## src/hdl/pfs_pkg.sv

```systemverilog
// package for the pell fundamental solution block
// shared types, status codes and controller states; no dependencies
package pfs_pkg;

  localparam logic [1:0] ST_FOUND    = 2'd0;
  localparam logic [1:0] ST_INVALID  = 2'd1;
  localparam logic [1:0] ST_OVERFLOW = 2'd2;

  localparam logic [6:0] STEP_LIMIT = 7'd127;

  typedef enum logic [3:0] {
    S_IDLE, S_SQRT, S_CHECK, S_MN, S_DN_MUL, S_DN_DIV, S_TEST,
    S_A_DIV, S_A_WAIT, S_CONV_P, S_P_WAIT, S_CONV_Q, S_Q_WAIT,
    S_CONV_CHK, S_DONE
  } ctrl_state_t;

  // commands from controller to datapath
  typedef struct packed {
    logic load;
    logic sqrt_start;
    logic calc_mn;
    logic calc_sq;
    logic div_dn_start;
    logic div_a_start;
    logic step_inc;
    logic mul_p_start;
    logic conv_p;
    logic mul_q_start;
    logic conv_q;
    logic commit;
    logic set_found;
    logic set_invalid;
    logic set_overflow;
    logic out_load;
  } dp_cmd_t;

  // status from datapath to controller
  typedef struct packed {
    logic busy;
    logic is_invalid;
    logic p_too_wide;
    logic dn_is_one;
    logic k_odd;
    logic k_at_limit;
    logic conv_ovf;
    logic out_full;
  } dp_stat_t;

endpackage

```

## src/hdl/pfs_divider.sv

```systemverilog
// iterative restoring divider, one quotient bit per cycle
// uses no package items
module pfs_divider #(
  parameter int WIDTH = 64
) (
  input  logic             clk,
  input  logic             rst,
  input  logic             start,
  input  logic [WIDTH-1:0] dividend,
  input  logic [WIDTH-1:0] divisor,
  output logic             busy,
  output logic [WIDTH-1:0] quotient
);
  localparam int CW = $clog2(WIDTH + 1);

  logic [WIDTH-1:0] rem;
  logic [WIDTH-1:0] quo;
  logic [WIDTH-1:0] dvs;
  logic [CW-1:0]    cnt;
  logic [WIDTH:0]   trial;

  assign trial = {rem, quo[WIDTH-1]} - {1'b0, dvs};
  assign quotient = quo;

  always_ff @(posedge clk) begin
    if (rst) begin
      busy <= 1'b0;
      cnt  <= '0;
    end else if (start) begin
      busy <= 1'b1;
      cnt  <= CW'(WIDTH);
      rem  <= '0;
      quo  <= dividend;
      dvs  <= divisor;
    end else if (busy) begin
      if (!trial[WIDTH]) begin
        rem <= trial[WIDTH-1:0];
        quo <= {quo[WIDTH-2:0], 1'b1};
      end else begin
        rem <= {rem[WIDTH-2:0], quo[WIDTH-1]};
        quo <= {quo[WIDTH-2:0], 1'b0};
      end
      cnt <= cnt - 1'b1;
      if (cnt == CW'(1)) begin
        busy <= 1'b0;
      end
    end
  end
endmodule

```

## src/hdl/pfs_datapath.sv

```systemverilog
// datapath: isqrt, continued fraction recurrence, convergents and result register
// depends on pfs_pkg and pfs_divider
module pfs_datapath #(
  parameter int N_WIDTH      = 32,
  parameter int RESULT_WIDTH = 64
) (
  input  logic              clk,
  input  logic              rst,
  input  logic [31:0]       n_in,
  input  pfs_pkg::dp_cmd_t  cmd,
  input  logic              out_fire,
  output pfs_pkg::dp_stat_t stat,
  output logic              out_valid,
  output logic [63:0]       x_out,
  output logic [63:0]       y_out,
  output logic [1:0]        status_out,
  output logic [6:0]        step_out
);
  import pfs_pkg::*;

  localparam int NW = N_WIDTH;
  localparam int RW = RESULT_WIDTH;
  // a0, m, d and every partial quotient stay at or below 2 * a0
  localparam int SW = (NW + 1) / 2 + 1;
  localparam int SQ_STEPS = (NW + 1) / 2;

  logic [NW-1:0]    n;
  logic [NW-1:0]    sq_v;
  logic [NW-1:0]    sq_res;
  logic [NW+1:0]    sq_bit;
  logic [NW+1:0]    sq_sum;
  logic [NW+1:0]    sq_res_next;
  logic             sq_take;
  logic [5:0]       sq_cnt;
  logic             sq_busy;
  logic [SW-1:0]    a0;
  logic [SW-1:0]    m;
  logic [SW-1:0]    d;
  logic [SW-1:0]    a;
  logic [SW-1:0]    mn;
  logic [SW-1:0]    dn;
  logic [2*SW-1:0]  a0_sq;
  logic [2*SW-1:0]  mn_sq;
  logic [NW-1:0]    num;
  logic [RW-1:0]    p, pp, q, qp, np;
  logic [63:0]      x, y;
  logic [6:0]       k;
  logic             ovf;
  logic [1:0]       st;
  logic             div_start;
  logic [NW-1:0]    div_dvd, div_dvs, div_q;
  logic             div_busy;

  // shift-add multiplier shared by both convergent updates, one bit of a per cycle
  logic             mul_start;
  logic             mul_busy;
  logic [5:0]       mul_cnt;
  logic [RW-1:0]    mul_op;
  logic [RW-1:0]    mul_mcand;
  logic [RW+SW-1:0] prod;
  logic [RW:0]      mul_psum;
  logic [RW:0]      sum;
  logic [RW-1:0]    conv_prev;
  logic             conv_wide;

  assign sq_sum      = {2'b0, sq_res} + sq_bit;
  assign sq_take     = ({2'b0, sq_v} >= sq_sum);
  assign sq_res_next = sq_take ? ({2'b0, sq_res} >> 1) + sq_bit : ({2'b0, sq_res} >> 1);

  assign a0_sq = a0 * a0;
  assign mn_sq = mn * mn;

  assign mul_start = cmd.mul_p_start | cmd.mul_q_start;
  assign mul_op    = cmd.mul_q_start ? q : p;
  assign mul_psum  = {1'b0, prod[RW+SW-1:SW]} + (prod[0] ? {1'b0, mul_mcand} : '0);
  assign conv_prev = cmd.conv_q ? qp : pp;
  assign sum       = {1'b0, prod[RW-1:0]} + {1'b0, conv_prev};
  assign conv_wide = sum[RW] || (prod[RW+SW-1:RW] != '0);

  assign div_start = cmd.div_dn_start | cmd.div_a_start;
  assign div_dvd   = cmd.div_dn_start ? num : NW'(a0) + NW'(m);
  assign div_dvs   = NW'(d);
  assign dn        = SW'(div_q);

  pfs_divider #(.WIDTH(NW)) u_div (
    .clk(clk), .rst(rst), .start(div_start), .dividend(div_dvd),
    .divisor(div_dvs), .busy(div_busy), .quotient(div_q)
  );

  always_ff @(posedge clk) begin
    if (rst) begin
      sq_busy   <= 1'b0;
      mul_busy  <= 1'b0;
      out_valid <= 1'b0;
    end else begin
      if (cmd.sqrt_start) begin
        sq_busy <= 1'b1;
      end else if (sq_busy && sq_cnt == 6'd1) begin
        sq_busy <= 1'b0;
      end
      if (mul_start) begin
        mul_busy <= 1'b1;
      end else if (mul_busy && mul_cnt == 6'd1) begin
        mul_busy <= 1'b0;
      end
      if (cmd.out_load) begin
        out_valid <= 1'b1;
      end else if (out_fire) begin
        out_valid <= 1'b0;
      end
    end
  end

  always_ff @(posedge clk) begin
    if (cmd.load) begin
      n   <= NW'(n_in);
      m   <= '0;
      d   <= SW'(1);
      pp  <= RW'(1);
      q   <= RW'(1);
      qp  <= '0;
      k   <= '0;
      ovf <= 1'b0;
      x   <= '0;
      y   <= '0;
      st  <= ST_FOUND;
    end
    if (cmd.sqrt_start) begin
      sq_v   <= n;
      sq_res <= '0;
      sq_bit <= (NW+2)'(1) << (2 * SQ_STEPS - 2);
      sq_cnt <= 6'(SQ_STEPS);
    end else if (sq_busy) begin
      if (sq_take) begin
        sq_v <= NW'({2'b0, sq_v} - sq_sum);
      end
      sq_res <= NW'(sq_res_next);
      sq_bit <= sq_bit >> 2;
      sq_cnt <= sq_cnt - 6'd1;
      if (sq_cnt == 6'd1) begin
        a0 <= SW'(sq_res_next);
        a  <= SW'(sq_res_next);
        p  <= RW'(sq_res_next);
      end
    end
    if (mul_start) begin
      prod      <= {{RW{1'b0}}, a};
      mul_mcand <= mul_op;
      mul_cnt   <= 6'(SW);
    end else if (mul_busy) begin
      prod    <= {mul_psum, prod[SW-1:1]};
      mul_cnt <= mul_cnt - 6'd1;
    end
    if (cmd.calc_mn) begin
      mn <= a * d - m;
    end
    if (cmd.calc_sq) begin
      num <= n - NW'(mn_sq);
    end
    if (cmd.commit) begin
      m <= mn;
      d <= dn;
    end
    if (cmd.div_a_start) begin
      k <= k + 7'd1;
    end
    if (cmd.step_inc) begin
      a <= SW'(div_q);
    end
    if (cmd.conv_p) begin
      np <= sum[RW-1:0];
      if (conv_wide) begin
        ovf <= 1'b1;
      end
    end
    if (cmd.conv_q) begin
      if (conv_wide) begin
        ovf <= 1'b1;
      end else begin
        pp <= p;
        p  <= np;
        qp <= q;
        q  <= sum[RW-1:0];
      end
    end
    if (cmd.set_found) begin
      x  <= 64'(p);
      y  <= 64'(q);
      st <= ST_FOUND;
    end
    if (cmd.set_invalid) begin
      st <= ST_INVALID;
    end
    if (cmd.set_overflow) begin
      st <= ST_OVERFLOW;
    end
    if (cmd.out_load) begin
      x_out      <= x;
      y_out      <= y;
      status_out <= st;
      step_out   <= k;
    end
  end

  assign stat.busy       = sq_busy | div_busy | mul_busy;
  assign stat.is_invalid = (n == '0) || (a0_sq == (2*SW)'(n));
  // a0 alone may not fit when the result width is narrow
  assign stat.p_too_wide = ((a0 >> RW) != '0);
  assign stat.dn_is_one  = (dn == SW'(1));
  assign stat.k_odd      = k[0];
  assign stat.k_at_limit = (k >= STEP_LIMIT);
  assign stat.conv_ovf   = ovf;
  assign stat.out_full   = out_valid;
endmodule

```

## src/hdl/pfs_controller.sv

```systemverilog
// controller state machine sequencing one item through the datapath
// depends on pfs_pkg
module pfs_controller (
  input  logic              clk,
  input  logic              rst,
  input  logic              in_fire,
  input  pfs_pkg::dp_stat_t stat,
  output pfs_pkg::dp_cmd_t  cmd,
  output logic              in_ready
);
  import pfs_pkg::*;

  ctrl_state_t state, state_next;

  always_ff @(posedge clk) begin
    if (rst) begin
      state <= S_IDLE;
    end else begin
      state <= state_next;
    end
  end

  always_comb begin
    state_next = state;
    cmd        = '0;
    in_ready   = (state == S_IDLE);
    case (state)
      S_IDLE: begin
        if (in_fire) begin
          cmd.load   = 1'b1;
          state_next = S_SQRT;
        end
      end
      S_SQRT: begin
        cmd.sqrt_start = 1'b1;
        state_next     = S_CHECK;
      end
      S_CHECK: begin
        if (!stat.busy) begin
          if (stat.is_invalid) begin
            cmd.set_invalid = 1'b1;
            state_next      = S_DONE;
          end else if (stat.p_too_wide) begin
            cmd.set_overflow = 1'b1;
            state_next       = S_DONE;
          end else begin
            state_next = S_MN;
          end
        end
      end
      S_MN: begin
        cmd.calc_mn = 1'b1;
        state_next  = S_DN_MUL;
      end
      S_DN_MUL: begin
        cmd.calc_sq = 1'b1;
        state_next  = S_DN_DIV;
      end
      S_DN_DIV: begin
        cmd.div_dn_start = 1'b1;
        state_next       = S_TEST;
      end
      S_TEST: begin
        if (!stat.busy) begin
          if (stat.k_odd && stat.dn_is_one) begin
            cmd.set_found = 1'b1;
            state_next    = S_DONE;
          end else if (stat.k_at_limit) begin
            cmd.set_overflow = 1'b1;
            state_next       = S_DONE;
          end else begin
            cmd.commit = 1'b1;
            state_next = S_A_DIV;
          end
        end
      end
      S_A_DIV: begin
        cmd.div_a_start = 1'b1;
        state_next      = S_A_WAIT;
      end
      S_A_WAIT: begin
        if (!stat.busy) begin
          cmd.step_inc = 1'b1;
          state_next   = S_CONV_P;
        end
      end
      S_CONV_P: begin
        cmd.mul_p_start = 1'b1;
        state_next      = S_P_WAIT;
      end
      S_P_WAIT: begin
        if (!stat.busy) begin
          cmd.conv_p = 1'b1;
          state_next = S_CONV_Q;
        end
      end
      S_CONV_Q: begin
        cmd.mul_q_start = 1'b1;
        state_next      = S_Q_WAIT;
      end
      S_Q_WAIT: begin
        if (!stat.busy) begin
          cmd.conv_q = 1'b1;
          state_next = S_CONV_CHK;
        end
      end
      S_CONV_CHK: begin
        if (stat.conv_ovf) begin
          cmd.set_overflow = 1'b1;
          state_next       = S_DONE;
        end else begin
          state_next = S_MN;
        end
      end
      S_DONE: begin
        // hold the result until the output register is free
        if (!stat.out_full) begin
          cmd.out_load = 1'b1;
          state_next   = S_IDLE;
        end
      end
      default: state_next = S_IDLE;
    endcase
  end
endmodule

```

## src/hdl/pell_fundamental_solution.sv

```systemverilog
// channel  dir  tdata fields (low bit up)
// s_axis   in   n_value[31:0]
// m_axis   out  x_solution[63:0] y_solution[127:64] status[129:128] step_count[136:130]
// an item runs an isqrt, then for each continued fraction term two
// divisions, two shift-add multiplies and a handful of single steps,
// and ends with the final test
// s_axis_tready is high only while idle; a finished result moves to an output
// register so the next item can start while it waits, and the controller holds
// a newer result until that register is free; rst is synchronous
module pell_fundamental_solution #(
  parameter int N_WIDTH      = 32,
  parameter int RESULT_WIDTH = 64
) (
  input  logic         clk,
  input  logic         rst,
  input  logic         s_axis_tvalid,
  output logic         s_axis_tready,
  input  logic [31:0]  s_axis_tdata,   // n_value
  output logic         m_axis_tvalid,
  input  logic         m_axis_tready,
  output logic [143:0] m_axis_tdata    // x_solution, y_solution, status, step_count
);
  import pfs_pkg::*;

  dp_cmd_t     cmd;
  dp_stat_t    stat;
  logic [63:0] x_s, y_s;
  logic [1:0]  st;
  logic [6:0]  k;

  pfs_controller u_ctrl (
    .clk(clk), .rst(rst),
    .in_fire(s_axis_tvalid & s_axis_tready),
    .stat(stat), .cmd(cmd),
    .in_ready(s_axis_tready)
  );

  pfs_datapath #(.N_WIDTH(N_WIDTH), .RESULT_WIDTH(RESULT_WIDTH)) u_dp (
    .clk(clk), .rst(rst), .n_in(s_axis_tdata), .cmd(cmd),
    .out_fire(m_axis_tvalid & m_axis_tready), .stat(stat),
    .out_valid(m_axis_tvalid),
    .x_out(x_s), .y_out(y_s), .status_out(st), .step_out(k)
  );

  assign m_axis_tdata = {7'd0, k, st, y_s, x_s};
endmodule

```

## config.mk

```make
export PLATFORM = sky130hd
export DESIGN_NAME = pell_fundamental_solution
export DESIGN_NICKNAME = d
export VERILOG_FILES = /design/src/hdl/pfs_pkg.sv /design/src/hdl/pfs_divider.sv /design/src/hdl/pfs_datapath.sv /design/src/hdl/pfs_controller.sv /design/src/hdl/pell_fundamental_solution.sv
export SDC_FILE = /design/constraint.sdc
export NUM_CORES = 2
export LEC_CHECK = 0
export BUFFER_PORTS_ARGS = -buffer_cell sky130_fd_sc_hd__clkbuf_2
export CAP_MARGIN = 40
export CORE_ASPECT_RATIO = 1.25
export CORE_MARGIN = 4
export CORE_UTILIZATION = 50
export CTS_BUF_LIST = sky130_fd_sc_hd__clkbuf_4
export CTS_CLUSTER_SIZE = 16
export DETAILED_ROUTE_END_ITERATION = 6
export PLACE_DENSITY = 0.66
export SLEW_MARGIN = 20
export SYNTH_ARGS = -nofsm -noshare
export SYNTH_HDL_FRONTEND = slang
export SYNTH_HIERARCHICAL = 1
export SYNTH_SLANG_ARGS = --single-unit
```

## constraint.sdc

```tcl
create_clock -name clk -period 14.7 [get_ports clk]
set_input_delay 0.735 -clock clk [delete_from_list [all_inputs] [get_ports clk]]
set_output_delay 0.735 -clock clk [all_outputs]
set_load 0.02 [all_outputs]
```

==> After elaboration in Yosys (flattened, before gate mapping) <==
Cells that the tools add are included.
{ "classes": {"n_addsub": 13, "n_mul": 3, "order_cmp": 2, "eq_ne": 27, "n_mux": 101, "n_bitwise": 8, "reduce_logical": 28} }
{ "ops": {"columns": ["op", "n"], "rows": [
  ["$mux 64", 20],
  ["$mux 32", 8],
  ["$mux 17", 10],
  ["$add 64x64->65", 2],
  ["$sub 32x32->32", 2],
  ["$pmux 4 s15", 1],
  ["$mux 4", 11],
  ["$mux 1", 39],
  ["$eq 34x32->1", 1],
  ["$mul 17x17->34", 1],
  ["$mux 34", 1],
  ["$add 32x31->33", 1],
  ["$ge 32x33->1", 1],
  ["$sub 33x17->33", 1],
  ["$add 31x31->32", 1],
  ["$logic_not 32->1", 1],
  ["$mul 17x17->32", 1],
  ["$eq 4x4->1 const B", 7],
  ["$reduce_bool 2->1", 12],
  ["$add 17x17->18", 1],
  ["$eq 6x1->1 const B", 3],
  ["$sub 6x1->6 const B", 3],
  ["$eq 17x1->1 const B", 1],
  ["$mul 17x17->17", 1],
  ["24 further kinds", 52]
]} }
{ "totals": {"reg_bits": 1076, "out_inout_bits": 146, "wordCells": 221} }

==> Depth between registers and ports, before layout <==
{ "depth": {"depth_word": 11, "ltp_mapped": 31} }

==> Modules after synthesis <==
Netlist, hierarchy kept.
{ "by_module_without_submodules": {"columns": ["module", "instances", "cells_per_inst", "area_each_um2", "seq_area_each_um2"], "rows": [
  ["pfs_datapath", 1, 7133, 70875.5, 25684.6],
  ["pfs_divider", 1, 491, 5786.8, 3022.9],
  ["pfs_controller", 1, 82, 541.8, 80.1],
  ["pell_fundamental_solution", 1, 10, 68.8, 0.0]
]} }

==> Worst setup path before layout <==
OpenSTA, ideal clock, no wires.
{ "synth_timing": {"path_type": "register to register", "from": "register u_ctrl.state[3]", "to": "register u_dp.status_out[0] (enable)", "setup_time_ns": 0.803, "t_arrival_ns": 10.113, "t_required_ns": 13.897, "slack_ns": 3.784, "stages_incl_launch_ff": 5, "n_path_buf": 2, "synth_period_minus_slack_ns": 10.916, "cell_sequence": "dfxtp_1 > buf_6 > clkbuf_1 > nand2_1 > nor3_1"} }
{ "synth_rtl": {"columns": ["item", "line_no", "text"], "rows": [
  ["start, declared", "pfs_controller.sv:13", "ctrl_state_t state, state_next;"],
  ["start signal, assigned", "pfs_controller.sv:19", "state <= state_next;"],
  ["end signal, assigned", "pfs_datapath.sv:200", "status_out <= st;"],
  ["end, declared", "pfs_datapath.sv:16", "output logic [1:0] status_out,"]
]} }

==> summary.md <==
| Metric | Value |
|---|---|
| Pin count of the biggest net entering global routing | `about 220` |
| Distinct cells, synth | `95` |
| Setup TNS | `0 ns` |
| Area post-placement | `80,200 um^2` |
| Synth Area in Adders | `roughly 23%` |
| Final period utilization | `61.2%` |
| Avg WL per Cell | `between 15 and 20 um` |
| Nets | `approximately 9,000` |
| Combinational family with the most area after synthesis | `adder cells` |
| Hold_ws | `0.187 ns` |
| Initial detailed-routing violation count | `roughly 3,500` |
| GRT Max-Usage Layer | `met2` |
| HPWL after DPL | `between 150 and 200 mm` |
| Synth Register Bits | `1,091` |
| # rows | `around 160` |
| Clock transition at path regs | `0.07 ns` |
| Met1 usage | `30.4%` |
| Antenna violations before repair | `11` |
| Routed wire length | `between 200 and 250 mm` |
| Area Overhead vs Synth | `9.23%` |
| Total track usage | `around a quarter` |
| Max clock buf depth | `4` |
| Ys flop type | `edfxtp_1` |
| YS warnings | `6` |
| Number of gates resized after cts | `0` |
| Critical Path RT | `15.80 ns` |
| Post-route ant nets | `0` |
| Synth Area in Compound Gates | `~11%` |
| Fraction of synthesized area in multiplexers | `between 4 and 5%` |
| Most common library cells after synthesis | `879 x nand2_1, 863 x inv_1, 694 x edfxtp_1, 537 x fa_1, 532 x ha_1` |
| CTS H-tree depth | `5` |
| Yosys top cell area share | `a little over a quarter` |
| FFs w/ async S/R, synth | `0%` |
| Share of cells above drive strength 1 | `between 10% and 20%` |
| Final non-filler cell area | `roughly 84,000 um^2` |
| Met3 Use GR | `4.02%` |
| Final Hold Violating Endpoints | `0` |
| Outcome | `complete, no violations` |
| Worst skew pair latency | `between 1 and 1.5 ns` |
| WP data arrival | `just over 10 ns` |
| Max cap viols | `0` |
| Largest area contributor in the netlist | `edfxtp_1` |
| Tightest Pin Transition | `between 0.9 and 1 ns` |
| Vias | `56,000` |
| Core area | `approximately 150,000 um^2` |
| 1st-pass router iterations | `7` |
| # DRC | `0` |
| First-pass GRT wire length | `between 300 and 400 mm` |
| Post-Synth Simple-Gate Area | `between 10 and 15%` |
| Average footprint of a synthesized cell | `around 10 um^2` |
| Clock Skew | `about 0.12 ns` |
| Top cells by area, synth | `edfxtp_1 27%, fa_1 14%, dfxtp_1 10%` |
| Crit. End Element | `flip-flop` |
| Startpoint types | `flip-flop` |
| Mapped cell area | `between 70,000 and 80,000 um^2` |
| Period minus WS final | `roughly 9 ns` |
| Sequential share of the synthesized area | `between 30 and 40%` |
| Vias in the first global route | `between 50,000 and 60,000` |
| HP Class | `in2reg` |
| Max Clk Rate | `111 MHz` |
| Num CTS Buffers | `297` |
| Cell count after synthesis | `between 7,000 and 8,000` |
| Most frequent cell after synthesis | `nand2_1` |
| Synth Area in XOR/XNOR | `roughly 4.3%` |
| Setup violators final | `0` |
| PortBufs | `approximately 170` |
| Util after Layout | `between 50% and 60%` |
| Total gr overflow | `0` |
| Via/cell ratio | `about 5.5` |
| Clk sink count | `between 1,000 and 1,500` |
| Max transition margin | `35.1%` |
| RSZ-0062 raised after global routing | `false` |
| Post-CTS Setup Repair Bufs | `0` |
| IO Pins | `around 180` |
| Die height | `between 400 and 500 um` |
| Max FO, Critical Path | `18` |
| TritonCTS clock tree | `done` |
| CP Class | `reg2reg` |
| Full die area | `about 160,000 um^2` |
| Layout fillers | `between 10,000 and 15,000` |
| Starting density of the core | `50.2%` |
| Met2 Use GR | `44.7%` |
| EDFF count, synth | `approximately 690` |
| Die X-Extent | `between 300 and 400 um` |
| Root Buffer | `clkbuf_4` |
| Final Slew Violations | `0` |
| GPL Wtd Cong | `between 0.9 and 1` |
## cell usage in the layout (no fill, tap or decap), types with 314 or more instances in the layout
master and count:
edfxtp_1 694, inv_1 861, nand2_1 879, nor2_1 334, dfxtp_1 395, clkbuf_4 430
fa_1 537, ha_1 532, a21oi_1 314, and2_1 406
## path summary, 6_finish.rpt
| check | startpoint | to | slack, ns | cells past startpoint |
|---|---|---|---|---|
| max | u_dp/a0[2]$_DFFE_PP_ | u_ctrl/state[2]$_SDFFE_PP0P_ | 5.70 | 24 |
| min | s_axis_tdata[8] | u_dp/n[8]$_DFFE_PP_ | 0.19 | 2 |
| max reg2reg | u_dp/a0[2]$_DFFE_PP_ | u_ctrl/state[2]$_SDFFE_PP0P_ | 5.70 | 24 |
| min reg2reg | u_dp/y[43]$_SDFFCE_PN0P_ | u_dp/y_out[43]$_DFFE_PP_ | 0.39 | 0 |
## flip-flops by register name (all words and copies together), names as in the netlist, 64 cells and up
name / flops
u_dp/mul_mcand: 64
u_dp/np: 64
u_dp/p: 64
u_dp/pp: 64
u_dp/prod: 81
u_dp/q: 64
u_dp/qp: 64
u_dp/x: 64
u_dp/x_out: 64
u_dp/y: 64
u_dp/y_out: 64
## stage by stage
stage / std cells / worst slack, ns
after floorplan: 7737 / 3.78
after global placement: 9679 / 5.72
after detailed placement: 9690 / 5.77
after CTS: 10200 / 5.63
after global routing: 10300 / 5.22
final: 10300 / 5.70
## critical path: stages (launching register included)
cell,delay [ns]
edfxtp_1,0.85
nand2_1,0.27
fa_1,0.62
fa_1,0.48
fa_1,0.55
fa_1,0.46
fa_1,0.53
fa_1,0.56
inv_1,0.04
ha_1,0.40
a21oi_1,0.39
or3b_1,0.17
o211ai_1,0.10
or4_1,0.50
or4_1,0.54
a2111oi_2,0.21
and4_1,0.27
o2111ai_1,0.15
or4_1,0.45
nor4_2,0.19
a41o_1,0.56
o31a_1,0.20
o21ai_0,0.07
a21o_1,0.19
o32ai_2,0.10
## cell families after synthesis
| group | after synthesis |
|---|---|
| DFF | 1091 |
| AOI/OAI and AO/OA | 1374 |
| other | 2 |
| xor gates and xnor gates | 380 |
| adders and majority gates | 1069 |
| muxes | 294 |
| buffers and inverters | 1193 |
| and+or+nand+nor | 2313 |
## timing repair
item / CTS / global route
hold buffers: 44 / 0
hold endpoints to repair: 42 / 0
endpoints found under the setup margin: 0 / 0
## final cells by class
| cell class | count | area (um^2) | share of cell area (%) |
|---|---|---|---|
| well taps | 2037 | 2550 | 3.02 |
| flip-flops and latches | 1091 | 28800 | 34.1 |
| diodes | 12 | 30.0 | 0.0356 |
| multi-input cells | 5453 | 44100 | 52.2 |
| clock buffers | 430 | 3230 | 3.82 |
| repair buffers | 297 | 2100 | 2.48 |
| clock inverters | 81 | 407 | 0.482 |
| inverters | 864 | 3250 | 3.85 |
## routing by layer
| layer | routed length, um | up-vias |
|---|---|---|
| li1 | - | 26800 |
| met1 | 82900 | 27400 |
| met2 | 103000 | 1388 |
| met3 | 9070 | 410 |
| met4 | 9910 | 4 |
| met5 | 23 | - |
Power is left out: the tool's default activity adds up to more than one toggle a clock period on the data nets, which glitch-free logic cannot reach.
